$ cat src/rtl/core/goal_settle_hold_tracker_core_assert.svh
// Assertion macros for the goal settle/hold tracker.
`ifndef GOAL_SETTLE_HOLD_TRACKER_CORE_ASSERT_SVH
`define GOAL_SETTLE_HOLD_TRACKER_CORE_ASSERT_SVH

// Same-cycle implication, checked out of reset.
`define GSH_ASSERT_IMPLY(lbl, ante, cons, msg) \
  lbl: assert property (@(posedge clk) disable iff (!rst_n) (ante) |-> (cons)) \
    else $error(msg);

// Next-cycle implication, checked out of reset.
`define GSH_ASSERT_NEXT(lbl, ante, cons, msg) \
  lbl: assert property (@(posedge clk) disable iff (!rst_n) (ante) |=> (cons)) \
    else $error(msg);

`endif

$ cat src/rtl/core/gsh_pkg.sv
package gsh_pkg;

  typedef enum logic [1:0] {
    PH_APPROACH = 2'd0,
    PH_SETTLE   = 2'd1,
    PH_HOLD     = 2'd2
  } phase_t;

  typedef enum logic [1:0] {
    REG_RECENTER = 2'd0,
    REG_FRAMES   = 2'd1,
    REG_TIME     = 2'd2
  } cfg_idx_t;

  localparam int unsigned CFG_DW = 23;
  localparam int unsigned THR_NS_W = 36;
  localparam logic [19:0] NS_PER_MS = 20'd1_000_000;

  localparam logic [22:0]         RECENTER_RST = 23'd200;
  localparam logic [15:0]         FRAMES_RST   = 16'd5;
  localparam logic [THR_NS_W-1:0] THR_NS_RST   = 36'd200_000_000;

  localparam logic signed [24:0] EPS_POS_MM   = 25'sd50;
  localparam logic signed [24:0] EPS_NEG_MM   = -25'sd50;
  localparam logic signed [16:0] EPS_POS_MRAD = 17'sd50;
  localparam logic signed [16:0] EPS_NEG_MRAD = -17'sd50;
  localparam logic [15:0]        FRAMES_MAX   = 16'hFFFF;

  typedef struct packed {
    logic               pose_valid;
    logic [62:0]        stamp_ns;
    logic               target_valid;
    logic signed [23:0] target_x_mm;
    logic signed [23:0] target_y_mm;
    logic signed [15:0] target_yaw_mrad;
    logic               within_radius;
    logic               heading_ok;
    logic [22:0]        center_distance_mm;
  } in_item_t;

  typedef struct packed {
    phase_t      phase;
    logic        hold_mode;
    logic        reached;
    logic        is_settling;
    logic        drift_exit;
    logic [15:0] frames_in_window;
    logic [62:0] window_age_ns;
  } out_item_t;

  // Live configuration; the settle time is kept pre-scaled to ns.
  typedef struct packed {
    logic [22:0]         recenter_mm;
    logic [15:0]         frames;
    logic [THR_NS_W-1:0] thr_ns;
  } cfg_t;

endpackage

$ cat src/rtl/core/gsh_in_if.sv
interface gsh_in_if;
  import gsh_pkg::*;

  logic     valid;
  logic     ready;
  in_item_t data;

  modport source (output valid, output data, input ready);
  modport sink (input valid, input data, output ready);
endinterface

$ cat src/rtl/core/gsh_out_if.sv
interface gsh_out_if;
  import gsh_pkg::*;

  logic      valid;
  logic      ready;
  out_item_t data;

  modport source (output valid, output data, input ready);
  modport sink (input valid, input data, output ready);
endinterface

$ cat src/rtl/core/gsh_cfg.sv
module gsh_cfg (
  input  logic                           clk,
  input  logic                           rst_n,
  input  logic                           cfg_we,
  input  logic [1:0]                     cfg_addr,
  input  logic [gsh_pkg::CFG_DW-1:0]     cfg_wdata,
  output gsh_pkg::cfg_t                  cfg
);
  import gsh_pkg::*;

  cfg_t                cfg_r;
  logic [THR_NS_W-1:0] thr_ns;

  // ms to ns scaling done once at write time
  assign thr_ns = THR_NS_W'(cfg_wdata[15:0]) * THR_NS_W'(NS_PER_MS);

  always_ff @(posedge clk) begin
    if (!rst_n) begin
      cfg_r.recenter_mm <= RECENTER_RST;
      cfg_r.frames      <= FRAMES_RST;
      cfg_r.thr_ns      <= THR_NS_RST;
    end else if (cfg_we) begin
      unique case (cfg_idx_t'(cfg_addr))
        REG_RECENTER: cfg_r.recenter_mm <= cfg_wdata;
        REG_FRAMES:   cfg_r.frames      <= cfg_wdata[15:0];
        REG_TIME:     cfg_r.thr_ns      <= thr_ns;
        default: ;
      endcase
    end
  end

  assign cfg = cfg_r;
endmodule

$ cat src/rtl/core/gsh_track.sv
module gsh_track (
  input  logic               clk,
  input  logic               rst_n,
  input  logic               en,
  input  gsh_pkg::in_item_t  item,
  input  gsh_pkg::cfg_t      cfg,
  output gsh_pkg::out_item_t res
);
  import gsh_pkg::*;

  phase_t             phase_r, phase_nxt;
  logic               known_r, known_nxt;
  logic signed [23:0] last_x_r, last_x_nxt;
  logic signed [23:0] last_y_r, last_y_nxt;
  logic signed [15:0] last_yaw_r, last_yaw_nxt;
  logic [15:0]        frames_r, frames_nxt;
  logic [62:0]        entry_r, entry_nxt;

  logic signed [24:0] dx, dy;
  logic signed [16:0] dyaw;
  logic               moved, drift, in_win, frames_ok, time_ok, early;
  logic [15:0]        need;
  logic [63:0]        diff;
  logic [62:0]        elapsed;

  assign dx   = {item.target_x_mm[23], item.target_x_mm} - {last_x_r[23], last_x_r};
  assign dy   = {item.target_y_mm[23], item.target_y_mm} - {last_y_r[23], last_y_r};
  assign dyaw = {item.target_yaw_mrad[15], item.target_yaw_mrad}
              - {last_yaw_r[15], last_yaw_r};
  assign moved = !known_r ||
                 dx > EPS_POS_MM || dx < EPS_NEG_MM ||
                 dy > EPS_POS_MM || dy < EPS_NEG_MM ||
                 dyaw > EPS_POS_MRAD || dyaw < EPS_NEG_MRAD;
  assign in_win = item.within_radius && item.heading_ok;
  assign need   = (cfg.frames == '0) ? 16'd1 : cfg.frames;

  always_comb begin
    phase_nxt    = phase_r;
    known_nxt    = known_r;
    last_x_nxt   = last_x_r;
    last_y_nxt   = last_y_r;
    last_yaw_nxt = last_yaw_r;
    frames_nxt   = frames_r;
    entry_nxt    = entry_r;
    drift        = 1'b0;
    frames_ok    = 1'b0;
    time_ok      = 1'b0;

    if (moved) begin
      phase_nxt    = PH_APPROACH;
      known_nxt    = 1'b1;
      last_x_nxt   = item.target_x_mm;
      last_y_nxt   = item.target_y_mm;
      last_yaw_nxt = item.target_yaw_mrad;
      frames_nxt   = '0;
      entry_nxt    = '0;
    end

    if (phase_nxt == PH_HOLD && item.center_distance_mm > cfg.recenter_mm) begin
      drift      = 1'b1;
      phase_nxt  = PH_APPROACH;
      frames_nxt = '0;
      entry_nxt  = '0;
    end

    if (phase_nxt != PH_HOLD) begin
      if (in_win) begin
        if (frames_nxt == '0) entry_nxt = item.stamp_ns;
        if (frames_nxt != FRAMES_MAX) frames_nxt = frames_nxt + 16'd1;
      end else begin
        phase_nxt  = PH_APPROACH;
        frames_nxt = '0;
        entry_nxt  = '0;
      end
    end

    // borrow out of the 64-bit subtract flags a stamp before the entry
    diff  = {1'b0, item.stamp_ns} - {1'b0, entry_nxt};
    early = diff[63];

    if (phase_nxt != PH_HOLD && in_win) begin
      frames_ok = frames_nxt >= need;
      time_ok   = (cfg.thr_ns == '0) || (item.stamp_ns == '0) || (entry_nxt == '0) ||
                  (!early && diff[62:0] >= 63'(cfg.thr_ns));
      phase_nxt = (frames_ok && time_ok) ? PH_HOLD : PH_SETTLE;
    end

    elapsed = (entry_nxt != '0 && item.stamp_ns != '0 && !early) ? diff[62:0] : '0;

    // invalid pose or target wipes everything
    if (!item.pose_valid || !item.target_valid) begin
      phase_nxt    = PH_APPROACH;
      known_nxt    = 1'b0;
      last_x_nxt   = '0;
      last_y_nxt   = '0;
      last_yaw_nxt = '0;
      frames_nxt   = '0;
      entry_nxt    = '0;
      drift        = 1'b0;
      elapsed      = '0;
    end
  end

  always_ff @(posedge clk) begin
    if (!rst_n) begin
      phase_r    <= PH_APPROACH;
      known_r    <= 1'b0;
      last_x_r   <= '0;
      last_y_r   <= '0;
      last_yaw_r <= '0;
      frames_r   <= '0;
      entry_r    <= '0;
    end else if (en) begin
      phase_r    <= phase_nxt;
      known_r    <= known_nxt;
      last_x_r   <= last_x_nxt;
      last_y_r   <= last_y_nxt;
      last_yaw_r <= last_yaw_nxt;
      frames_r   <= frames_nxt;
      entry_r    <= entry_nxt;
    end
  end

  assign res.phase            = phase_nxt;
  assign res.hold_mode        = (phase_nxt == PH_HOLD);
  assign res.reached          = (phase_nxt == PH_HOLD);
  assign res.is_settling      = (phase_nxt == PH_SETTLE);
  assign res.drift_exit       = drift;
  assign res.frames_in_window = frames_nxt;
  assign res.window_age_ns    = elapsed;
endmodule

$ cat src/rtl/core/goal_settle_hold_tracker_core.sv
// Channel   Dir  Handshake            Carries
// in_if     in   valid/ready          one pose update per transaction
// out_if    out  valid/ready          phase, flags, frame count, elapsed ns
// cfg_*     in   cfg_we, no back-pressure  register index + data
//
// Two stages: input register, then tracking logic feeding the result register.
// One transaction per cycle sustained while out_if.ready holds; both registers lie before out_if.valid.
// The tracker state updates in the cycle the input stage hands over to the result stage.
// A stalled out_if holds its result; the input register still takes one more transaction.
// rst_n is synchronous: clears both stages, tracker state and restores register defaults.
module goal_settle_hold_tracker_core (
  input  logic                       clk,
  input  logic                       rst_n,
  gsh_in_if.sink                     in_if,
  gsh_out_if.source                  out_if,
  input  logic                       cfg_we,
  input  logic [1:0]                 cfg_addr,
  input  logic [gsh_pkg::CFG_DW-1:0] cfg_wdata
);
  import gsh_pkg::*;

  `include "goal_settle_hold_tracker_core_assert.svh"

  cfg_t      cfg;
  in_item_t  s1_item_r;
  logic      s1_valid_r;
  logic      s1_adv;
  out_item_t res;
  out_item_t out_item_r;
  logic      out_valid_r;

  gsh_cfg u_cfg (
    .clk       (clk),
    .rst_n     (rst_n),
    .cfg_we    (cfg_we),
    .cfg_addr  (cfg_addr),
    .cfg_wdata (cfg_wdata),
    .cfg       (cfg)
  );

  // input stage moves on when the result register is free or being drained
  assign s1_adv      = s1_valid_r && (!out_valid_r || out_if.ready);
  assign in_if.ready = !s1_valid_r || s1_adv;

  always_ff @(posedge clk) begin
    if (!rst_n) begin
      s1_valid_r <= 1'b0;
    end else if (in_if.ready) begin
      s1_valid_r <= in_if.valid;
    end
  end

  always_ff @(posedge clk) begin
    if (in_if.valid && in_if.ready) begin
      s1_item_r <= in_if.data;
    end
  end

  // tracker state commits only on s1_adv, so each transaction is seen once
  gsh_track u_track (
    .clk   (clk),
    .rst_n (rst_n),
    .en    (s1_adv),
    .item  (s1_item_r),
    .cfg   (cfg),
    .res   (res)
  );

  always_ff @(posedge clk) begin
    if (!rst_n) begin
      out_valid_r <= 1'b0;
    end else if (s1_adv) begin
      out_valid_r <= 1'b1;
    end else if (out_if.ready) begin
      out_valid_r <= 1'b0;
    end
  end

  always_ff @(posedge clk) begin
    if (s1_adv) begin
      out_item_r <= res;
    end
  end

  assign out_if.valid = out_valid_r;
  assign out_if.data  = out_item_r;

  // drift clears the window; at most the current frame is counted again
  `GSH_ASSERT_IMPLY(a_drift_restart,
                    out_valid_r && out_item_r.drift_exit,
                    out_item_r.frames_in_window <= 16'd1,
                    "drift result kept old window frames")
  // no window frames means no entry time, hence no elapsed time
  `GSH_ASSERT_IMPLY(a_elapsed_needs_window,
                    out_valid_r && out_item_r.frames_in_window == '0,
                    out_item_r.window_age_ns == '0,
                    "elapsed time without window frames")
  // a blocked input stage keeps its transaction
  `GSH_ASSERT_NEXT(a_s1_holds, s1_valid_r && !s1_adv, s1_valid_r, "input stage lost a transaction")

endmodule

$ cat src/flat_wrapper.sv
// flat-port wrapper written by rule: the top's interface ports become plain ports
module goal_settle_hold_tracker_core_flat import gsh_pkg::*;
  (clk, rst_n, cfg_we, cfg_addr, cfg_wdata, in_if_valid, in_if_data, in_if_ready, out_if_valid, out_if_data, out_if_ready);
  gsh_in_if in_if_i ();
  gsh_out_if out_if_i ();
  input  logic clk;
  input  logic rst_n;
  input  logic cfg_we;
  input  logic [1:0] cfg_addr;
  input  logic [gsh_pkg::CFG_DW-1:0] cfg_wdata;
  input wire logic [$bits(in_if_i.valid)-1:0] in_if_valid;
  input wire logic [$bits(in_if_i.data)-1:0] in_if_data;
  output wire logic [$bits(in_if_i.ready)-1:0] in_if_ready;
  output wire logic [$bits(out_if_i.valid)-1:0] out_if_valid;
  output wire logic [$bits(out_if_i.data)-1:0] out_if_data;
  input wire logic [$bits(out_if_i.ready)-1:0] out_if_ready;
  assign in_if_i.valid = in_if_valid;
  assign in_if_i.data = in_if_data;
  assign in_if_ready = in_if_i.ready;
  assign out_if_valid = out_if_i.valid;
  assign out_if_data = out_if_i.data;
  assign out_if_i.ready = out_if_ready;
  goal_settle_hold_tracker_core u_core (.clk(clk), .rst_n(rst_n), .in_if(in_if_i), .out_if(out_if_i), .cfg_we(cfg_we), .cfg_addr(cfg_addr), .cfg_wdata(cfg_wdata));
endmodule
$ cat config.mk
export PLATFORM = sky130hd
export DESIGN_NAME = goal_settle_hold_tracker_core_flat
export DESIGN_NICKNAME = d
export VERILOG_FILES = /design/src/rtl/core/gsh_pkg.sv /design/src/rtl/core/gsh_in_if.sv /design/src/rtl/core/gsh_out_if.sv /design/src/rtl/core/gsh_cfg.sv /design/src/rtl/core/gsh_track.sv /design/src/rtl/core/goal_settle_hold_tracker_core.sv /design/src/flat_wrapper.sv
export VERILOG_INCLUDE_DIRS = /design/src /design/src/rtl/core
export SDC_FILE = /design/constraint.sdc
export NUM_CORES = 1
export LEC_CHECK = 0
export ABC_AREA = 1
export BUFFER_PORTS_ARGS = -buffer_cell sky130_fd_sc_hd__buf_2
export CORE_UTILIZATION = 51
export DETAILED_ROUTE_END_ITERATION = 10
export MAX_ROUTING_LAYER = met4
export PLACE_DENSITY = 0.72
export SYNTH_ARGS = -nofsm -noshare
export SYNTH_HDL_FRONTEND = slang
export SYNTH_SLANG_ARGS = --single-unit
$ cat constraint.sdc
create_clock -name clk -period 7.89 [get_ports clk]
set_input_delay 1.578 -clock clk [delete_from_list [all_inputs] [get_ports clk]]
set_output_delay 1.578 -clock clk [all_outputs]
set_load 0.01 [all_outputs]
======== After elaboration in Yosys (flattened, before gate mapping) ========
Index checks and enable logic that the tools add are counted.
W data, S select, Z words.
storage, ports and cells
  register bits ........................... 455
  input port bits ......................... 184
  output and inout port bits .............. 87
  logic and storage cells ................. 124
operators by class
  add/sub/neg operators ................... 5
  multiply operators ...................... 1
  magnitude comparators ................... 9
  equal/unequal tests ..................... 8
  muxes and demuxes ....................... 31
  bitwise gates (word level) .............. 1
  reduce and logical (&&, ||, !) cells .... 42
operators by type and width
  cell                      count
  $mux W63                  6
  $mux W16                  9
  $logic_not A63 Y1         2
  $reduce_bool A63 Y1       2
  $mux W24                  4
  $sub A63 B63 Y64          1
  $ge A63 B36 Y1            1
  $gt A25 B7 Y1 const B     2
  $lt A25 B7 Y1 const B     2
  $sub A24 B24 Y25          2
  $logic_not A36 Y1         1
  $logic_not A16 Y1         2
  $mul A16 B14 Y30 const B  1
  $gt A23 B23 Y1            1
  $gt A17 B7 Y1 const B     1
  $lt A17 B7 Y1 const B     1
  $sub A16 B16 Y17          1
  $add A16 B1 Y16 const B   1
  $ge A16 B16 Y1            1
  $ne A16 B16 Y1 const B    1
  $mux W2                   7
  $logic_or A1 B1 Y1        12
  $logic_and A1 B1 Y1       9
  $reduce_and A2 Y1         4
  9 further kinds           23

======== Depth between registers and ports, before layout ========
  word-level depth ........................ 25
  depth in mapped cells ................... 73
  gate-level depth less buffers ........... 71

======== Cells and area by module ========
From an unflattened synthesis, not the netlist that was laid out.
unflattened totals
  cells, all modules ...................... 4,763
  area total of the unflattened synthesis .. 34,481.8 um^2
modules (own cells, without submodules)
  module                         instances  cells an instance  area each (um^2)  sequential area each (um^2)
  gsh_track                      1          3,624              20,546.0          2,922.8
  goal_settle_hold_tracker_core  1          252                7,272.0           7,216.9
  gsh_cfg                        1          887                6,663.9           1,381.3

======== Least setup slack after synthesis ========
OpenSTA, ideal clock, no wires.
  kind .................................... reg-to-reg
  start ................................... register u_core.s1_item_r[25] (netlist name)
  end ..................................... register u_core.out_item_r (netlist bit u_core.out_if.data[82]) (data pin)
  setup time .............................. 0.251 ns
  arrival ................................. 7.386 ns
  data required time ...................... 7.639 ns
  path slack .............................. 0.253 ns
  stages on the path, launching flop included .. 60
  path buffers ............................ 2
  period minus slack after synthesis ...... 7.637 ns
  path through ............................ edfxtp_1 > inv_1 > ha_1 > inv_1 > fa_1 > nand2_1 > nand2_1 > o21ai_1 > inv_1 > a21o_1 > nand3_1 > nand2_1 > xor2_1 > nand2_1 > nor2_1 > nand3_1 > nand3_1 > nand2_1 > [... 24 more ...] > nor2_1 > nor2_1 > xnor2_1 > ha_1 > nand2_1 > o21ai_0 > a221oi_1 > a21oi_1 > a2111oi_0 > o221ai_1 > nand3_1 > nand3_1 > nand2_1 > nand3_2 > nand2_1 > nand2_1 > nand2_2 > inv_1
RTL lines
  item                    line                                 source
  start, declared         goal_settle_hold_tracker_core.sv:25  in_item_t s1_item_r;
  start signal, assigned  goal_settle_hold_tracker_core.sv:55  s1_item_r <= in_if.data;
  end signal, assigned    goal_settle_hold_tracker_core.sv:81  out_item_r <= res;
  end, declared           goal_settle_hold_tracker_core.sv:29  out_item_t out_item_r;

==> flow_metrics.env <==
export IMPL_fin_ws_ns=-0.148
export IMPL_io_pins=271
export IMPL_postRouteAntennaNets=0
export IMPL_setup_worst_path_class="register to register"
export IMPL_cts_num_sinks=455
export IMPL_vias=32200
export IMPL_start_util=0.519
export IMPL_crit_fanout=6
export IMPL_clk_latency_ns=0.61
export IMPL_finClkSkew_ns=0.0331
export IMPL_hold_viol=0
export IMPL_synth_adder_area_share=0.151
export IMPL_rows=92
export IMPL_p_leak_nw=19.2
export IMPL_yosys_area_share_xor_xnor=0.0303
export IMPL_synth_edf_count=238
export IMPL_clk_pin_slew_ns=0.06
export IMPL_chipWidth_um=256
export IMPL_outcome="finished with violations"
export IMPL_area_growth_syn_to_layout_pct=26.6
export IMPL_power_density_nw_per_um2=195
export IMPL_r2r_cells=63
export IMPL_crit_path_max_incr_delay_ns=0.45
export IMPL_synth_cells=4434
export IMPL_drc=0
export IMPL_holdBufCountCts=0
export IMPL_relSlewSlack=0.248
export IMPL_core_area_um2=63500
export IMPL_vias_per_cell=5.35
export IMPL_crit_path_end_kind="register"
export IMPL_setup_viol=27
export IMPL_synth_warnings=0
export IMPL_synth_compound_area_frac=0.116
export IMPL_cp_start_kind="register"
export IMPL_syn_area_um2=33000
export IMPL_cts_tree="done"
export IMPL_hold_path_class="register to register"
export IMPL_cts_buffer_depth=3
export IMPL_final_layout_size_suffix_gt1_frac=0.218
export IMPL_synthSimpleGateAreaFrac=0.258
export IMPL_rsz0062_at_grt="true"
export IMPL_portBuffers=270
export IMPL_htreeDepth=2
export IMPL_grt_pass1_wl_um=158000
export IMPL_total_power_w=0.00816
export IMPL_first_iter_violations=2605
export IMPL_stdcell_count=6020
export IMPL_wl_per_cell_um=16.9
export IMPL_numCtsBuffers=51
export IMPL_max_freq_mhz=124
export IMPL_cts_root_buf="clkbuf_16"
export IMPL_routed_wl_um=102000
export IMPL_syn_num_nets=4980
export IMPL_dp_cells=5842
export IMPL_vdd_ir_drop_max_v=0.000183
export IMPL_worst_hold_slack_ns=0.459
export IMPL_ys_flop_type="edfxtp_1"
export IMPL_violations="negative setup slack"
export IMPL_place_hpwl_um=75300
export IMPL_post_route_min_period_ns=8.04
export IMPL_syn_area_per_cell_um2=7.44
export IMPL_crit_required_ns=8.26
export IMPL_first_global_vias=30400
export IMPL_nNetsFinal=5677
export IMPL_synth_seq_area_share=0.348
export IMPL_gp_congestion=0.994
export IMPL_chipHeight_um=256
export IMPL_synth_distinct_cells=67
export IMPL_dieArea_um2=65700
export IMPL_cpMostUsedCell="nand2_2"
export IMPL_min_delay_path_depth=2
export IMPL_antenna_found_initial=2
export IMPL_drv_slew=0
export IMPL_grt_max_degree=91
export IMPL_muxShareOfSynthArea=0.000303
export IMPL_overflow=0
export IMPL_synthTopCellsByArea="edfxtp_1 22%, dfxtp_1 13%, nand2_1 13%, ha_1 11%, inv_1 7.8%"
export IMPL_yosysTopAreaCell="edfxtp_1"
export IMPL_drtPass1Iterations=6
export IMPL_tightest_slew_ns=1.12
export IMPL_cp_arrival_ns=8.41
export IMPL_final_setup_tns_ns=-0.800
export IMPL_yosysMostFrequentCell="nand2_1"
export IMPL_synthTopCellsByCount="1141 x nand2_1, 688 x inv_1, 400 x a21oi_1, 350 x nor2_1, 303 x ha_1"
export IMPL_synth_async_reset_ratio=0
export IMPL_cpMaxStageDelayCell="edfxtp_1"
export IMPL_finalCritPeriodShare=1.02
export IMPL_drv_cap=0
export IMPL_synth_top_family_by_area="simple AND/OR/NAND/NOR gates"
export IMPL_ys_ff_latch=455
export IMPL_track_usage=0.307
export IMPL_synth_top_area_frac=0.217
## stage by stage
stage	instance area [um^2]	util	setup WS, ns
2_1_floorplan	33000	-	0.253
3_3_place_gp	38000	0.599	-0.486
3_5_place_dp	38000	0.599	-0.643
4_1_cts	40700	0.641	-0.0104
5_1_grt	41800	0.657	-0.681
6_report	41800	0.657	-0.148
## worst paths after layout
kind	to	startpoint	slack, ns
worst max-delay path	u_core.out_if.data[82]$_DFFE_PP_	u_core.s1_item_r[42]$_DFFE_PP_	-0.15
worst min-delay path	u_core.u_cfg.cfg[56]$_SDFFE_PN0P_	u_core.u_cfg.cfg[56]$_SDFFE_PN0P_	0.46
worst max register to register	u_core.out_if.data[82]$_DFFE_PP_	u_core.s1_item_r[42]$_DFFE_PP_	-0.15
worst min register to register	u_core.u_cfg.cfg[56]$_SDFFE_PN0P_	u_core.u_cfg.cfg[56]$_SDFFE_PN0P_	0.46
## cells in the final DEF (no fill, tap or decap), types with 27 or more instances in the layout
master     count
a21oi_1      378
buf_2        270
buf_4        469
clkbuf_16     58
dfxtp_1      217
edfxtp_1     238
fa_1          56
ha_1         272
inv_1        674
nand2_1     1069
nand2_2       75
nand3_1      237
nand3b_1      46
nand4_1       69
nor2_1       325
nor2_2        27
nor3_1        32
nor4_1        32
o21ai_0      148
xnor2_1       38
xor2_1        59
## area by class of cell
type | instances | area (um^2)
diodes | 2 | 5.00
clock buffers | 68 | 1410
clock inverters | 26 | 347
fillers | 5521 | 21800
inverters | 703 | 2650
multi-input cells | 3155 | 19500
flip-flops and latches | 455 | 11500
well taps | 846 | 1060
repair buffers | 765 | 5310
## kinds of logic after synthesis
group / count (synthesis)
simple gates: 1986
buf+inv: 824
compound gates: 692
flops: 455
fa+ha+maj: 362
xor+xnor: 114
mux: 1
## critical path: cells and delay by family, from the launching register on
family                     cells  cell delay (ns)
and+or+nand+nor               39             3.78
buffers and inverters         14             1.62
adders and majority gates      3             0.81
AOI/OAI and AO/OA              5             0.79
DFF                            1             0.45
xor gates and xnor gates       2             0.30
## where the power goes
group	switching, W	internal, W
registers	0.0000790	0.00261
clock network	0.00100	0.00152
logic	0.00171	0.00124
## registers in the layout (all words and copies together) (netlist names)
register                   cells
u_core.u_cfg.cfg              69
u_core.s1_valid_r              1
u_core.s1_item_r             154
u_core.u_track.frames_r       16
u_core.u_track.known_r         1
u_core.out_if.valid            1
u_core.u_track.last_yaw_r     16
u_core.u_track.last_y_r       24
u_core.out_if.data            84
u_core.u_track.entry_r        63
u_core.u_track.last_x_r       24
u_core.u_track.phase_r         2
## per-layer routing
metal	up-vias	track usage	wire length, um
li1	16000	-	-
met1	14900	0.409	44900
met5	-	-	0
met2	1158	0.483	46500
met3	209	0.0366	7150
met4	0	0.101	3190
## what timing repair did
action,4_1_cts,5_1_grt
endpoints found under the setup margin,69,69
pin swaps,54,94
cloned,0,7
setup buffers,51,27
gates resized for setup,112,160
No activity file was read; power rests on OpenSTA's default activity.
